File: src/rtl/core/jprs_pkg.sv
// Shared types, codes and constants of the joint pose ramp sequencer.
package jprs_pkg;

    localparam int MAX_JOINTS_DEF    = 12;
    localparam int POSITION_BITS_DEF = 16;

    localparam int PROG_W = 17;
    localparam int GAIN_W = 16;

    localparam logic [PROG_W-1:0] FULL_RAMP       = 17'h10000;
    localparam logic [PROG_W-1:0] RAMP_STEP_RESET = 17'd131;

    // Command codes of an input transaction.
    localparam logic [1:0] CMD_SAMPLE  = 2'd0;
    localparam logic [1:0] CMD_TABLE   = 2'd1;
    localparam logic [1:0] CMD_REQUEST = 2'd2;

    // Pending request codes.
    localparam logic [1:0] REQ_NONE = 2'd0;
    localparam logic [1:0] REQ_UP   = 2'd1;
    localparam logic [1:0] REQ_RL   = 2'd2;
    localparam logic [1:0] REQ_DOWN = 2'd3;

    // Table selects of a table write.
    localparam logic [2:0] TSEL_HOME   = 3'd0;
    localparam logic [2:0] TSEL_HOLD_P = 3'd1;
    localparam logic [2:0] TSEL_HOLD_D = 3'd2;
    localparam logic [2:0] TSEL_RUN_P  = 3'd3;
    localparam logic [2:0] TSEL_RUN_D  = 3'd4;

    // Phase codes as reported on the result channel.
    localparam logic [2:0] PHASE_WAIT    = 3'd0;
    localparam logic [2:0] PHASE_UP      = 3'd1;
    localparam logic [2:0] PHASE_RL_INIT = 3'd2;
    localparam logic [2:0] PHASE_RUN     = 3'd3;
    localparam logic [2:0] PHASE_DOWN    = 3'd4;

    // Lanes of the pose memory word.
    localparam int POSE_ORIGIN = 0;
    localparam int POSE_REST   = 1;
    localparam int POSE_HOME   = 2;

    // Lanes of the gain memory word.
    localparam int GAIN_HOLD_P = 0;
    localparam int GAIN_HOLD_D = 1;
    localparam int GAIN_RUN_P  = 2;
    localparam int GAIN_RUN_D  = 3;

    typedef enum logic [4:0] {
        MODE_WAIT    = 5'b00001,
        MODE_UP      = 5'b00010,
        MODE_RL_INIT = 5'b00100,
        MODE_RUN     = 5'b01000,
        MODE_DOWN    = 5'b10000
    } mode_t;

    // How the result of a sample is formed once the tables have been read.
    typedef enum logic [2:0] {
        KIND_NONE,
        KIND_MEAS,
        KIND_RUN,
        KIND_RAMP_UP,
        KIND_RAMP_DOWN
    } out_kind_t;

    typedef struct packed {
        logic [2:0] phase;
        logic [3:0] joint;
        logic       last;
    } item_tag_t;

    function automatic logic [2:0] mode_to_phase(input mode_t mode);
        logic [2:0] code;
        unique case (mode)
            MODE_WAIT:    code = PHASE_WAIT;
            MODE_UP:      code = PHASE_UP;
            MODE_RL_INIT: code = PHASE_RL_INIT;
            MODE_RUN:     code = PHASE_RUN;
            MODE_DOWN:    code = PHASE_DOWN;
            default:      code = PHASE_WAIT;
        endcase
        return code;
    endfunction

endpackage

File: src/rtl/core/joint_pose_ramp_sequencer_core.sv
// Top level of the joint pose ramp sequencer: phase control, pose and gain memories, ramp pipe.
//
// The s_ channel carries one transaction per joint sample, table write or request write;
// s_tuser selects which (command) and, for a table write, the table. s_tlast marks the last
// joint sample of a control tick, at which phase changes and ramp progress take effect.
// The m_ channel returns exactly one transaction per accepted input transaction, in order.
// Configuration: cfg_we writes cfg_wdata into the ramp step register; write only while idle.
// Results pass stages 1 to 3 and the output register. Throughput is one transaction per cycle
// unless the output stalls: the phase state sits in registers, the per-joint tables sit in
// two memories read into registers at acceptance, and the ramp interpolation is one multiply
// pipelined over the remaining stages. A write by one transaction is seen by the next.
// Reset clears the phase to waiting, the pending request and both ramp progress values,
// empties the pipeline and sets the ramp step to 131; the tables are not cleared and must
// be written before they are used. When m_tvalid is high and the receiver holds m_tready
// low, the whole pipeline holds and s_tready falls in the same cycle; no transaction is lost.
module joint_pose_ramp_sequencer_core #(
    parameter int MAX_JOINTS    = jprs_pkg::MAX_JOINTS_DEF,
    parameter int POSITION_BITS = jprs_pkg::POSITION_BITS_DEF,
    localparam int P          = POSITION_BITS,
    localparam int S_FIELDS_W = 4 + 2 * P + 16 + 2,
    localparam int S_DATA_W   = ((S_FIELDS_W + 7) / 8) * 8,
    localparam int M_FIELDS_W = P + 2 * jprs_pkg::GAIN_W + 3 + 4,
    localparam int M_DATA_W   = ((M_FIELDS_W + 7) / 8) * 8
) (
    input  logic                  aclk,
    input  logic                  aresetn,
    input  logic                  cfg_we,
    input  logic [16:0]           cfg_wdata,
    input  logic                  s_tvalid,
    output logic                  s_tready,
    // joint_index, measured_position, policy_position, table_word, request
    input  logic [S_DATA_W-1:0]   s_tdata,
    // command, table_select
    input  logic [4:0]            s_tuser,
    input  logic                  s_tlast,
    output logic                  m_tvalid,
    input  logic                  m_tready,
    // target_position, stiffness, damping, phase, out_joint
    output logic [M_DATA_W-1:0]   m_tdata,
    // position_valid, gains_valid
    output logic [1:0]            m_tuser,
    output logic                  m_tlast
);

    localparam int ADDR_W = (MAX_JOINTS > 1) ? $clog2(MAX_JOINTS) : 1;
    localparam int PW     = P + 19;
    localparam int PROG_W = jprs_pkg::PROG_W;
    localparam int GAIN_W = jprs_pkg::GAIN_W;

    localparam int OFS_MEAS = 4;
    localparam int OFS_POL  = OFS_MEAS + P;
    localparam int OFS_WORD = OFS_POL + P;
    localparam int OFS_REQ  = OFS_WORD + 16;

    localparam logic signed [PW-1:0] ROUND_HALF = PW'(32768);

    // Input fields.
    logic [1:0]  s_command;
    logic [2:0]  s_table_select;
    logic [3:0]  s_joint_index;
    logic [P-1:0] s_measured;
    logic [P-1:0] s_policy;
    logic [15:0] s_table_word;
    logic [1:0]  s_request;

    assign s_command      = s_tuser[1:0];
    assign s_table_select = s_tuser[4:2];
    assign s_joint_index  = s_tdata[3:0];
    assign s_measured     = s_tdata[OFS_MEAS +: P];
    assign s_policy       = s_tdata[OFS_POL +: P];
    assign s_table_word   = s_tdata[OFS_WORD +: 16];
    assign s_request      = s_tdata[OFS_REQ +: 2];

    logic pipe_en;
    logic s_accept;
    logic joint_ok;
    logic [ADDR_W-1:0] s_addr;

    assign pipe_en  = !m_tvalid || m_tready;
    assign s_tready = pipe_en;
    assign s_accept = s_tvalid && pipe_en;
    assign joint_ok = (32'(s_joint_index) < MAX_JOINTS);
    assign s_addr   = ADDR_W'(s_joint_index);

    // Phase control state.
    jprs_pkg::mode_t     mode_reg, mode_next;
    logic [1:0]          pend_reg, pend_next;
    logic [PROG_W-1:0]   up_reg, up_next;
    logic [PROG_W-1:0]   down_reg, down_next;
    logic [PROG_W-1:0]   step_reg;

    logic [PROG_W:0]     up_sum, down_sum;
    logic [PROG_W-1:0]   up_adv, down_adv, ramp_prog;
    logic                up_open, down_open;
    logic                cap_origin, cap_rest;
    jprs_pkg::out_kind_t kind;

    assign up_sum    = {1'b0, up_reg} + {1'b0, step_reg};
    assign down_sum  = {1'b0, down_reg} + {1'b0, step_reg};
    assign up_adv    = (up_sum > {1'b0, jprs_pkg::FULL_RAMP}) ? jprs_pkg::FULL_RAMP
                                                             : up_sum[PROG_W-1:0];
    assign down_adv  = (down_sum > {1'b0, jprs_pkg::FULL_RAMP}) ? jprs_pkg::FULL_RAMP
                                                                 : down_sum[PROG_W-1:0];
    assign up_open   = (up_reg < jprs_pkg::FULL_RAMP);
    assign down_open = (down_reg < jprs_pkg::FULL_RAMP);

    always_comb begin
        mode_next  = mode_reg;
        pend_next  = pend_reg;
        up_next    = up_reg;
        down_next  = down_reg;
        cap_origin = 1'b0;
        cap_rest   = 1'b0;
        kind       = jprs_pkg::KIND_NONE;
        ramp_prog  = up_adv;
        case (s_command)
            jprs_pkg::CMD_REQUEST: begin
                pend_next = s_request;
            end
            jprs_pkg::CMD_SAMPLE: begin
                unique case (mode_reg)
                    jprs_pkg::MODE_WAIT: begin
                        if (joint_ok) begin
                            kind = jprs_pkg::KIND_MEAS;
                            if (pend_reg == jprs_pkg::REQ_UP) begin
                                cap_origin = 1'b1;
                                cap_rest   = 1'b1;
                            end
                        end
                        if (s_tlast && pend_reg == jprs_pkg::REQ_UP) begin
                            pend_next = jprs_pkg::REQ_NONE;
                            up_next   = '0;
                            mode_next = jprs_pkg::MODE_UP;
                        end
                    end
                    jprs_pkg::MODE_UP: begin
                        if (up_open && joint_ok) begin
                            kind = jprs_pkg::KIND_RAMP_UP;
                        end
                        if (joint_ok && pend_reg == jprs_pkg::REQ_DOWN) begin
                            cap_origin = 1'b1;
                        end
                        if (s_tlast) begin
                            if (up_open) begin
                                up_next = up_adv;
                            end
                            if (pend_reg == jprs_pkg::REQ_RL) begin
                                pend_next = jprs_pkg::REQ_NONE;
                                mode_next = jprs_pkg::MODE_RL_INIT;
                            end else if (pend_reg == jprs_pkg::REQ_DOWN) begin
                                pend_next = jprs_pkg::REQ_NONE;
                                down_next = '0;
                                mode_next = jprs_pkg::MODE_DOWN;
                            end
                        end
                    end
                    jprs_pkg::MODE_RL_INIT: begin
                        if (s_tlast && up_reg == jprs_pkg::FULL_RAMP) begin
                            pend_next = jprs_pkg::REQ_NONE;
                            mode_next = jprs_pkg::MODE_RUN;
                        end
                    end
                    jprs_pkg::MODE_RUN: begin
                        if (joint_ok) begin
                            kind = jprs_pkg::KIND_RUN;
                            if (pend_reg == jprs_pkg::REQ_DOWN || pend_reg == jprs_pkg::REQ_UP) begin
                                cap_origin = 1'b1;
                            end
                        end
                        if (s_tlast) begin
                            if (pend_reg == jprs_pkg::REQ_DOWN) begin
                                pend_next = jprs_pkg::REQ_NONE;
                                down_next = '0;
                                mode_next = jprs_pkg::MODE_DOWN;
                            end else if (pend_reg == jprs_pkg::REQ_UP) begin
                                pend_next = jprs_pkg::REQ_NONE;
                                up_next   = '0;
                                mode_next = jprs_pkg::MODE_UP;
                            end
                        end
                    end
                    jprs_pkg::MODE_DOWN: begin
                        ramp_prog = down_adv;
                        if (down_open && joint_ok) begin
                            kind = jprs_pkg::KIND_RAMP_DOWN;
                        end
                        if (s_tlast) begin
                            // The move to waiting looks at the progress after this tick.
                            if (down_open) begin
                                down_next = down_adv;
                            end
                            if (down_next == jprs_pkg::FULL_RAMP) begin
                                pend_next = jprs_pkg::REQ_NONE;
                                mode_next = jprs_pkg::MODE_WAIT;
                            end
                        end
                    end
                    default: begin
                        mode_next = jprs_pkg::MODE_WAIT;
                    end
                endcase
            end
            default: begin
            end
        endcase
    end

    always_ff @(posedge aclk) begin
        if (!aresetn) begin
            mode_reg <= jprs_pkg::MODE_WAIT;
            pend_reg <= jprs_pkg::REQ_NONE;
            up_reg   <= '0;
            down_reg <= '0;
            step_reg <= jprs_pkg::RAMP_STEP_RESET;
        end else begin
            if (s_accept) begin
                mode_reg <= mode_next;
                pend_reg <= pend_next;
                up_reg   <= up_next;
                down_reg <= down_next;
            end
            if (cfg_we) begin
                step_reg <= cfg_wdata;
            end
        end
    end

    // Pose memory (origin, rest, home) and gain memory (hold and run gains).
    // Both are read at acceptance; a write by a transaction lands at its own
    // acceptance edge, so every later transaction reads the updated entry.
    logic [2:0][P-1:0]      pose_mem [MAX_JOINTS];
    logic [3:0][GAIN_W-1:0] gain_mem [MAX_JOINTS];
    logic [2:0][P-1:0]      pose_rd_reg;
    logic [3:0][GAIN_W-1:0] gain_rd_reg;
    logic                   table_we;

    assign table_we = s_accept && joint_ok && (s_command == jprs_pkg::CMD_TABLE);

    always_ff @(posedge aclk) begin
        if (pipe_en) begin
            pose_rd_reg <= pose_mem[s_addr];
        end
        if (s_accept && cap_origin) begin
            pose_mem[s_addr][jprs_pkg::POSE_ORIGIN] <= s_measured;
        end
        if (s_accept && cap_rest) begin
            pose_mem[s_addr][jprs_pkg::POSE_REST] <= s_measured;
        end
        if (table_we && s_table_select == jprs_pkg::TSEL_HOME) begin
            pose_mem[s_addr][jprs_pkg::POSE_HOME] <= P'(s_table_word);
        end
    end

    always_ff @(posedge aclk) begin
        if (pipe_en) begin
            gain_rd_reg <= gain_mem[s_addr];
        end
        if (table_we) begin
            case (s_table_select)
                jprs_pkg::TSEL_HOLD_P: gain_mem[s_addr][jprs_pkg::GAIN_HOLD_P] <= s_table_word;
                jprs_pkg::TSEL_HOLD_D: gain_mem[s_addr][jprs_pkg::GAIN_HOLD_D] <= s_table_word;
                jprs_pkg::TSEL_RUN_P:  gain_mem[s_addr][jprs_pkg::GAIN_RUN_P]  <= s_table_word;
                jprs_pkg::TSEL_RUN_D:  gain_mem[s_addr][jprs_pkg::GAIN_RUN_D]  <= s_table_word;
                default: begin
                end
            endcase
        end
    end

    // Stage 1: table data arrives.
    logic                s1_valid_reg;
    jprs_pkg::item_tag_t s1_tag_reg;
    jprs_pkg::out_kind_t s1_kind_reg;
    logic [PROG_W-1:0]   s1_prog_reg;
    logic [P-1:0]        s1_direct_reg;

    always_ff @(posedge aclk) begin
        if (!aresetn) begin
            s1_valid_reg <= 1'b0;
        end else if (pipe_en) begin
            s1_valid_reg <= s_tvalid;
        end
    end

    always_ff @(posedge aclk) begin
        if (pipe_en) begin
            s1_tag_reg    <= '{phase: jprs_pkg::mode_to_phase(mode_reg),
                               joint: s_joint_index, last: s_tlast};
            s1_kind_reg   <= kind;
            s1_prog_reg   <= ramp_prog;
            s1_direct_reg <= (mode_reg == jprs_pkg::MODE_RUN) ? s_policy : s_measured;
        end
    end

    // Stage 2: pick base, ramp span and gains. Direct targets pass with a zero span.
    logic                s2_valid_reg;
    jprs_pkg::item_tag_t s2_tag_reg;
    logic                s2_pv_reg, s2_gv_reg;
    logic [P-1:0]        s2_base_reg;
    logic signed [P:0]   s2_diff_reg;
    logic [PROG_W-1:0]   s2_prog_reg;
    logic [GAIN_W-1:0]   s2_kp_reg, s2_kd_reg;

    logic [P-1:0]        base_next;
    logic [P-1:0]        goal_next;
    logic signed [P:0]   diff_next;
    logic                pv_next, gv_next, ramp_next;
    logic [GAIN_W-1:0]   kp_next, kd_next;

    always_comb begin
        base_next = '0;
        goal_next = pose_rd_reg[jprs_pkg::POSE_HOME];
        pv_next   = 1'b0;
        gv_next   = 1'b0;
        ramp_next = 1'b0;
        kp_next   = '0;
        kd_next   = '0;
        case (s1_kind_reg) inside
            jprs_pkg::KIND_MEAS: begin
                base_next = s1_direct_reg;
                pv_next   = 1'b1;
            end
            jprs_pkg::KIND_RUN: begin
                base_next = s1_direct_reg;
                pv_next   = 1'b1;
                gv_next   = 1'b1;
                kp_next   = gain_rd_reg[jprs_pkg::GAIN_RUN_P];
                kd_next   = gain_rd_reg[jprs_pkg::GAIN_RUN_D];
            end
            jprs_pkg::KIND_RAMP_UP, jprs_pkg::KIND_RAMP_DOWN: begin
                base_next = pose_rd_reg[jprs_pkg::POSE_ORIGIN];
                if (s1_kind_reg == jprs_pkg::KIND_RAMP_DOWN) begin
                    goal_next = pose_rd_reg[jprs_pkg::POSE_REST];
                end
                ramp_next = 1'b1;
                pv_next   = 1'b1;
                gv_next   = 1'b1;
                kp_next   = gain_rd_reg[jprs_pkg::GAIN_HOLD_P];
                kd_next   = gain_rd_reg[jprs_pkg::GAIN_HOLD_D];
            end
            default: begin
            end
        endcase
        if (ramp_next) begin
            diff_next = $signed({goal_next[P-1], goal_next}) - $signed({base_next[P-1], base_next});
        end else begin
            diff_next = '0;
        end
    end

    always_ff @(posedge aclk) begin
        if (!aresetn) begin
            s2_valid_reg <= 1'b0;
        end else if (pipe_en) begin
            s2_valid_reg <= s1_valid_reg;
        end
    end

    always_ff @(posedge aclk) begin
        if (pipe_en) begin
            s2_tag_reg  <= s1_tag_reg;
            s2_pv_reg   <= pv_next;
            s2_gv_reg   <= gv_next;
            s2_base_reg <= base_next;
            s2_diff_reg <= diff_next;
            s2_prog_reg <= s1_prog_reg;
            s2_kp_reg   <= kp_next;
            s2_kd_reg   <= kd_next;
        end
    end

    // Stage 3: span times progress, biased so that a half rounds up.
    logic                s3_valid_reg;
    jprs_pkg::item_tag_t s3_tag_reg;
    logic                s3_pv_reg, s3_gv_reg;
    logic [P-1:0]        s3_base_reg;
    logic signed [PW-1:0] s3_prod_reg;
    logic [GAIN_W-1:0]   s3_kp_reg, s3_kd_reg;
    logic signed [PW-1:0] prod_next;

    // Both factors are sign-extended to the full product width before the multiply.
    assign prod_next = PW'(s2_diff_reg) * PW'($signed({1'b0, s2_prog_reg})) + ROUND_HALF;

    always_ff @(posedge aclk) begin
        if (!aresetn) begin
            s3_valid_reg <= 1'b0;
        end else if (pipe_en) begin
            s3_valid_reg <= s2_valid_reg;
        end
    end

    always_ff @(posedge aclk) begin
        if (pipe_en) begin
            s3_tag_reg  <= s2_tag_reg;
            s3_pv_reg   <= s2_pv_reg;
            s3_gv_reg   <= s2_gv_reg;
            s3_base_reg <= s2_base_reg;
            s3_prod_reg <= prod_next;
            s3_kp_reg   <= s2_kp_reg;
            s3_kd_reg   <= s2_kd_reg;
        end
    end

    // Output register: the floor of the scaled product added to the base.
    logic                out_valid_reg;
    jprs_pkg::item_tag_t out_tag_reg;
    logic                out_pv_reg, out_gv_reg;
    logic [P-1:0]        out_target_reg;
    logic [GAIN_W-1:0]   out_kp_reg, out_kd_reg;

    always_ff @(posedge aclk) begin
        if (!aresetn) begin
            out_valid_reg <= 1'b0;
        end else if (pipe_en) begin
            out_valid_reg <= s3_valid_reg;
        end
    end

    always_ff @(posedge aclk) begin
        if (pipe_en) begin
            out_tag_reg    <= s3_tag_reg;
            out_pv_reg     <= s3_pv_reg;
            out_gv_reg     <= s3_gv_reg;
            out_target_reg <= s3_base_reg + s3_prod_reg[P+15:16];
            out_kp_reg     <= s3_kp_reg;
            out_kd_reg     <= s3_kd_reg;
        end
    end

    assign m_tvalid = out_valid_reg;
    assign m_tlast  = out_tag_reg.last;
    assign m_tuser  = {out_gv_reg, out_pv_reg};
    assign m_tdata  = M_DATA_W'({out_tag_reg.joint, out_tag_reg.phase,
                                 out_kd_reg, out_kp_reg, out_target_reg});

endmodule
File: config.mk
export PLATFORM = sky130hd
export DESIGN_NAME = joint_pose_ramp_sequencer_core
export DESIGN_NICKNAME = d
export VERILOG_FILES = /design/src/rtl/core/jprs_pkg.sv /design/src/rtl/core/joint_pose_ramp_sequencer_core.sv
export SDC_FILE = /design/constraint.sdc
export NUM_CORES = 2
export LEC_CHECK = 0
export BUFFER_PORTS_ARGS = -buffer_cell sky130_fd_sc_hd__buf_4
export CORE_MARGIN = 2
export CORE_UTILIZATION = 45
export CTS_CLUSTER_DIAMETER = 80
export DETAILED_ROUTE_END_ITERATION = 8
export SYNTH_ARGS = -nofsm -noshare
export SYNTH_HDL_FRONTEND = slang
export SYNTH_SLANG_ARGS = --single-unit
File: constraint.sdc
create_clock -name aclk -period 17.28 [get_ports aclk]
set_clock_uncertainty 0.15 [all_clocks]
set_input_delay 2.592 -clock aclk [delete_from_list [all_inputs] [get_ports aclk]]
set_output_delay 2.592 -clock aclk [all_outputs]
set_load 0.02 [all_outputs]
Word-level counts from Yosys, hierarchy flattened --
Memory sizes are Yosys's and may differ from the RTL's. A register that Yosys moved wholly into a read port is not among the register bits. Index checks and enable logic that the tools add are counted.
Storage, ports and cells: memories kept 2, RAM bits 1344, register bits after elaboration 346, word-level logic and storage cells 213, input bits 84, output and inout bits 61
Cells by class: multipliers 1, order comparisons 5, multiplexer cells 93, add/subtract/negate cells 5, reductions and logical operators 24, equal/unequal tests 41
Memory list:
- gain_mem | depth 12, width 64, rd ports 1, clocked after Yosys merged registers in 1, write ports 1, line joint_pose_ramp_sequencer_core.sv:232 | logic [3:0][GAIN_W-1:0] gain_mem [MAX_JOINTS];
- pose_mem | depth 12, width 48, rd ports 1, clocked after Yosys merged registers in 1, write ports 1, line joint_pose_ramp_sequencer_core.sv:231 | logic [2:0][P-1:0] pose_mem [MAX_JOINTS];
Operator list (number):
- 2-to-1 mux 17 bit | 19
- 2-to-1 mux 16 bit | 12
- one-hot mux 17 bit (3 select lines) | 2
- 2-to-1 mux 5 bit | 10
- adder 17 x 17 -> 18 bit | 2
- > comparator 18 x 17 -> 1 bit (second input constant) | 2
- == test 17 bit (second input constant) | 2
- less-than comparator 17 bit (second input constant) | 2
- adder 32 x 17 -> 32 bit (second input constant) | 1
- multiplier 17 x 18 -> 32 bit | 1
- 2-to-1 mux 1 bit | 31
- one-hot mux 5 bit (5 select lines) | 1
- 2-to-1 mux 2 bit | 12
- inequality test 3 bit (second input constant) | 8
- one-hot mux 3 bit (4 select lines) | 2
- inequality test 2 bit (second input constant) | 10
- subtractor 16 x 16 -> 17 bit | 1
- adder 16 bit | 1
- == test 3 x 2 -> 1 bit (second input constant) | 4
- logical AND 1 bit | 11
- AND reduction 11 bit | 1
- one-hot mux 2 bit (5 select lines) | 1
- AND reduction 10 bit | 1
- AND reduction 9 bit | 1
- 23 further kinds | 31

Depth between registers and ports, before layout --
depth in word-level cells 12, gate-level depth with buffers 25, depth with buffers taken out 24

Least setup slack after synthesis --
No wires, ideal clock.
path kind input port to flip-flop, start input port m_tready, end memory pose_mem[3][0] in the netlist's numbering, enable pin, data required time 16741 ps, library setup time 389 ps, slack 3619 ps, stages on the path 7, buffers on the path 1, data arrival time 13123 ps, path through nor2b_1 > inv_1 > nand2_1 > nor3_1 > o2111ai_1 > clkbuf_1 > nor2_1
Between the ends: longest elaborated chain between the ends 5
Ends and longest elaborated chain:
- start: declaration | line joint_pose_ramp_sequencer_core.sv:37 | input logic m_tready,
- logical OR 1 bit | line joint_pose_ramp_sequencer_core.sv:79 | assign pipe_en = !m_tvalid || m_tready;
- named net s_tready | line joint_pose_ramp_sequencer_core.sv:30 | output logic s_tready,
- logical AND 1 bit | line joint_pose_ramp_sequencer_core.sv:81 | assign s_accept = s_tvalid && pipe_en;
- logical AND 1 bit | line joint_pose_ramp_sequencer_core.sv:243 | if (s_accept && cap_origin) begin
- 2-to-1 mux 1 bit | line joint_pose_ramp_sequencer_core.sv:243
- 2-to-1 mux 1 bit (implied by the code) | line joint_pose_ramp_sequencer_core.sv:244 | pose_mem[s_addr][jprs_pkg::POSE_ORIGIN] <= s_measured;
- end: declaration | line joint_pose_ramp_sequencer_core.sv:231
The timed path passes the listed nets, and every way through them passes these cells.

Worst setup path after layout --
start register s2_diff_reg[3], end register s3_prod_reg[28] (data pin)
Between the ends: longest elaborated chain between the ends 2
Ends and longest elaborated chain:
- start: declaration | line joint_pose_ramp_sequencer_core.sv:300 | logic signed [P:0] s2_diff_reg;
- start signal: assignment | line joint_pose_ramp_sequencer_core.sv:365 | s2_diff_reg <= diff_next;
- multiplier 17 x 18 -> 32 bit | line joint_pose_ramp_sequencer_core.sv:382 | assign prod_next = PW'(s2_diff_reg) * PW'($signed({1'b0, s2_prog_reg})) + ROUND_HALF;
- adder 32 x 17 -> 32 bit | line joint_pose_ramp_sequencer_core.sv:382
- named net prod_next[28] | line joint_pose_ramp_sequencer_core.sv:379 | logic signed [PW-1:0] prod_next;
- end signal: assignment | line joint_pose_ramp_sequencer_core.sv:398 | s3_prod_reg <= prod_next;
- end: declaration | line joint_pose_ramp_sequencer_core.sv:377 | logic signed [PW-1:0] s3_prod_reg;
The timed path passes the listed nets, and every way through them passes these cells. A chain may end at the register's enable or synchronous reset.

==> summary.txt <==
Outcome
  – Status: completed

Die
  – Core footprint: 172000 um^2
  – Starting density of the core: 45.4%
  – Site row count: 152
  – Die Y-Extent: 420 um
  – Area of the die: 177000 um^2
  – Die X-Extent: 420 um
  – Io pins: 145

Logic synthesis
  – Post-Syn Area per Cell: 17.2 um^2
  – Synthesized-area fraction occupied by ao, oa, aoi and oai cells: 3.32%
  – Top area cells in the synthesized netlist: sky130_fd_sc_hd__edfxtp_1 (66%), sky130_fd_sc_hd__mux4_2 (9.7%), sky130_fd_sc_hd__fa_1 (5.9%)
  – Top_reg_cell synth: sky130_fd_sc_hd__edfxtp_1
  – Post-Synthesis Cells: 4534
  – Post-synthesis instance area: 78000 um^2
  – Number of enable flip-flop cells after synthesis: 1724
  – Biggest area consumer among synthesized cells: sky130_fd_sc_hd__edfxtp_1
  – Flip-flop and latch count after synthesis: 1786
  – Area share of xor/xnor cells in the synthesized design: 0.775%
  – Nets in the synthesized netlist: 5015
  – Main combinational cell family by area after synthesis: multiplexers
  – Multiplexer share of the synthesized area: 11.6%
  – Share of synthesized cell area in full adder, half adder and majority cells: 8.56%
  – Proportion of synthesized chip area in sequential cells: 68.0%
  – Number of warnings issued by yosys: 0
  – Async S/R FF share, synth: 0%
  – Fraction of synthesized cell area taken by the top area cell type: 66.4%
  – Number of unique standard cell types used by synthesis: 78
  – Synth Area in Simple Gates: 5.30%

Critical path
  – Sort of element at the end of the critical path: flop
  – Worst setup path class: flop to flop
  – Crit path launch: s2_diff_reg[3]
  – Startpoint of the worst register-to-register path: s2_diff_reg[3]
  – Critical Path Source Type: flop
  – Worst endpoint data arrival time: 7.61 ns
  – Max FO, Critical Path: 17
  – Data required time of the critical path: 17.67 ns

Power and ir drop
  – Cell internal pwr: 7.26 mW
  – Pwr dens: 105 nW/um^2
  – Maximum VDD drop: 0.111 mV
  – Relative contribution of sequential cells to total power: 52.5%
  – Static leakage power: 31.8 nW
  – Part of the total power dissipated in the clock network: 42.0%
  – Power dissipated by switching net loads: 2.03 mW
  – Comb pwr share: 5.5%
  – Sw Ratio: 21.9%

Clock tree
  – CTS H-tree depth: 4
  – Buffer levels on the longest clock path: 3
  – Post-cts sizing count: 0
  – Clock Pin Slew Worst Setup and Hold Paths: 0.06 ns
  – CTS tree: yes
  – Cell chosen for the clock root: sky130_fd_sc_hd__clkbuf_16
  – Number of post-CTS setup repair buffers: 0
  – Number of clock buffers inserted by TritonCTS: 185
  – Sinks on Clock Net: 1786
  – Clock latency of the later-clocked register in the worst-skew pair: 0.82 ns
  – Number of hold buffers added after cts: 0

Global routing
  – Maximum number of pins on one net before global-route repair: 167
  – First-pass GRT wire length: 261 mm
  – Global route total overflow: 0
  – Initial antenna violation count: 3
  – Number of global-route vias before repair: 40300
  – GRT Util Overall: 20.0%

Drt
  – Antenna Nets Post-Route: 0
  – Final Routed Wirelength: 175 mm
  – # DRC: 0
  – Routed vias/inst: 5.45
  – Number of DRC violations after detailed-routing iteration 0: 3352
  – Drt wl/cell: 24.2 um
  – DR vias: 39500
  – First drt pass iteration count: 7

STA
  – Relative slew slack: 13.1%
  – Worst hold slack across all endpoints: 0.258 ns
  – Final hold violation count: 0
  – Final critical-path required period: 7.22 ns
  – Upper clock frequency limit: 139 MHz
  – Crit share post-route: 41.8%
  – Worst Max-Slew Pin Slew: 1.30 ns
  – Count of final setup violators: 0
  – Unrepaired setup endpoints after global routing: false
  – Setup total negative slack: 0 ns
  – Final-report max-slew violation count: 0
  – Least setup slack across all paths after layout: 10.06 ns

Finish
  – Number of flip-flops in the largest register: 768
  – Leading cell types in the layout, fill and taps excluded: sky130_fd_sc_hd__edfxtp_1 (1724), sky130_fd_sc_hd__nand2_1 (374), sky130_fd_sc_hd__mux4_2 (336)
  – Most frequent standard cell in the layout excluding fill and tap cells: sky130_fd_sc_hd__edfxtp_1
  – Final net count: 5260
  – Fraction of layout cells with a size suffix above 1: 18.3%
  – Layout-stage area growth over the synthesis result: 13.1%
  – Filler instances: 14100

Placed design
  – Place WS: 9.94 ns
  – Number of input and output port buffers inserted: 141
  – RePlAce Congestion: 0.842
  – Dpl hpwl: 108 mm

Worst hold path
  – Min-Delay Path Class: flop to flop
  – HP Start: s1_prog_reg[10]

Run
  – Reported max-cap violation count: 0
## cell families after synthesis
kind of cell | after synthesis
flops | 1786
simple gates | 888
buf+inv | 504
mux | 483
compound gates | 406
fa+ha+maj | 397
xor+xnor | 69
other cells | 1
## layout make-up
| type | instances | area [um^2] | share of cell area (%) |
|---|---|---|---|
| Inverter | 309 | 1170 | 1.32 |
| Sequential cell | 1786 | 53000 | 60.1 |
| Tap cell | 2310 | 2890 | 3.28 |
| Clock inverter | 112 | 1130 | 1.29 |
| Timing Repair Buffer | 253 | 1980 | 2.25 |
| Antenna cell | 1 | 2.50 | 0.00284 |
| Clock buffer | 232 | 4860 | 5.51 |
| Multi-Input combinational cell | 2244 | 23100 | 26.2 |
## power groups by stage
stage | clock [mW] | sequential (mW) | combinational [mW]
finish | 3.90 | 4.88 | 0.511
detailed placement | 0 | 4.97 | 0.521
global placement | 0 | 4.97 | 0.515
CTS | 3.99 | 4.88 | 0.523
global route | 4.15 | 4.89 | 0.560
floorplan | 0 | 4.96 | 0.299
## layer usage
layer | routed length (um) | track usage (%)
met1 | 76500 | 27.9
met2 | 87100 | 33.2
met3 | 7740 | 2.70
met4 | 3720 | 5.49
met5 | 13 | 0
## cell usage after synthesis (all sizes together) (3+ instances only)
| cell type | n |
|---|---|
| o41ai | 3 |
| buf | 65 |
| a21oi | 74 |
| nor4 | 9 |
| nand3 | 38 |
| a22oi | 18 |
| a211o | 3 |
| mux4 | 336 |
| nor2 | 189 |
| inv | 308 |
| o211ai | 7 |
| mux2 | 15 |
| nand2b | 21 |
| edfxtp | 1724 |
| or3 | 16 |
| nand3b | 8 |
| a31oi | 8 |
| a22o | 37 |
| a21boi | 7 |
| nand4 | 9 |
| clkbuf | 130 |
| a21o | 17 |
| fa | 228 |
| nor3 | 27 |
| xnor2 | 47 |
| nand2 | 375 |
| nor4b | 5 |
| o21ai | 151 |
| nor2b | 20 |
| ha | 169 |
| o2111ai | 4 |
| xor2 | 22 |
| mux2i | 132 |
| dfxtp | 62 |
| o31ai | 35 |
| and2 | 149 |
| and3 | 10 |
| o31a | 3 |
| o21a | 12 |
| o21bai | 8 |
## stage by stage
step / power [mW] / utilization [%] / instances / instance area (um^2)
after floorplan: 5.26 / - / 4534 / 78000
after global placement: 5.49 / 47.8 / 6902 / 82200
after detailed placement: 5.50 / 47.8 / 6902 / 82200
after CTS: 9.39 / 51.3 / 7246 / 88200
after global routing: 9.60 / 51.3 / 7247 / 88200
final: 9.29 / 51.3 / 7247 / 88200
## worst max-delay path, cell delays in order (launching register included)
cell and delay, ns:
sky130_fd_sc_hd__edfxtp_1 0.93, sky130_fd_sc_hd__nand2_1 0.19, sky130_fd_sc_hd__fa_1 0.53, sky130_fd_sc_hd__fa_1 0.58, sky130_fd_sc_hd__fa_1 0.45, sky130_fd_sc_hd__fa_1 0.55
sky130_fd_sc_hd__inv_1 0.05, sky130_fd_sc_hd__fa_1 0.47, sky130_fd_sc_hd__inv_1 0.05, sky130_fd_sc_hd__fa_1 0.47, sky130_fd_sc_hd__inv_1 0.04, sky130_fd_sc_hd__ha_1 0.28
sky130_fd_sc_hd__o211ai_1 0.09, sky130_fd_sc_hd__a21oi_1 0.17, sky130_fd_sc_hd__o21ai_0 0.10, sky130_fd_sc_hd__a22oi_1 0.51, sky130_fd_sc_hd__a31oi_1 0.30, sky130_fd_sc_hd__o21ai_0 0.42
sky130_fd_sc_hd__o21ai_0 0.23, sky130_fd_sc_hd__nor2b_1 0.19, sky130_fd_sc_hd__nor2_1 0.07, sky130_fd_sc_hd__xnor2_1 0.12
## path summary, 6_finish.rpt
path,endpoint,slack [ns],cells past startpoint
hold reg to reg,s2_prog_reg[10],0.26,0
hold / removal,s2_prog_reg[10],0.26,0
setup reg to reg,s3_prod_reg[28],10.06,21
setup / recovery,s3_prod_reg[28],10.06,21
Note: power is estimated with default switching activity, not from simulation.
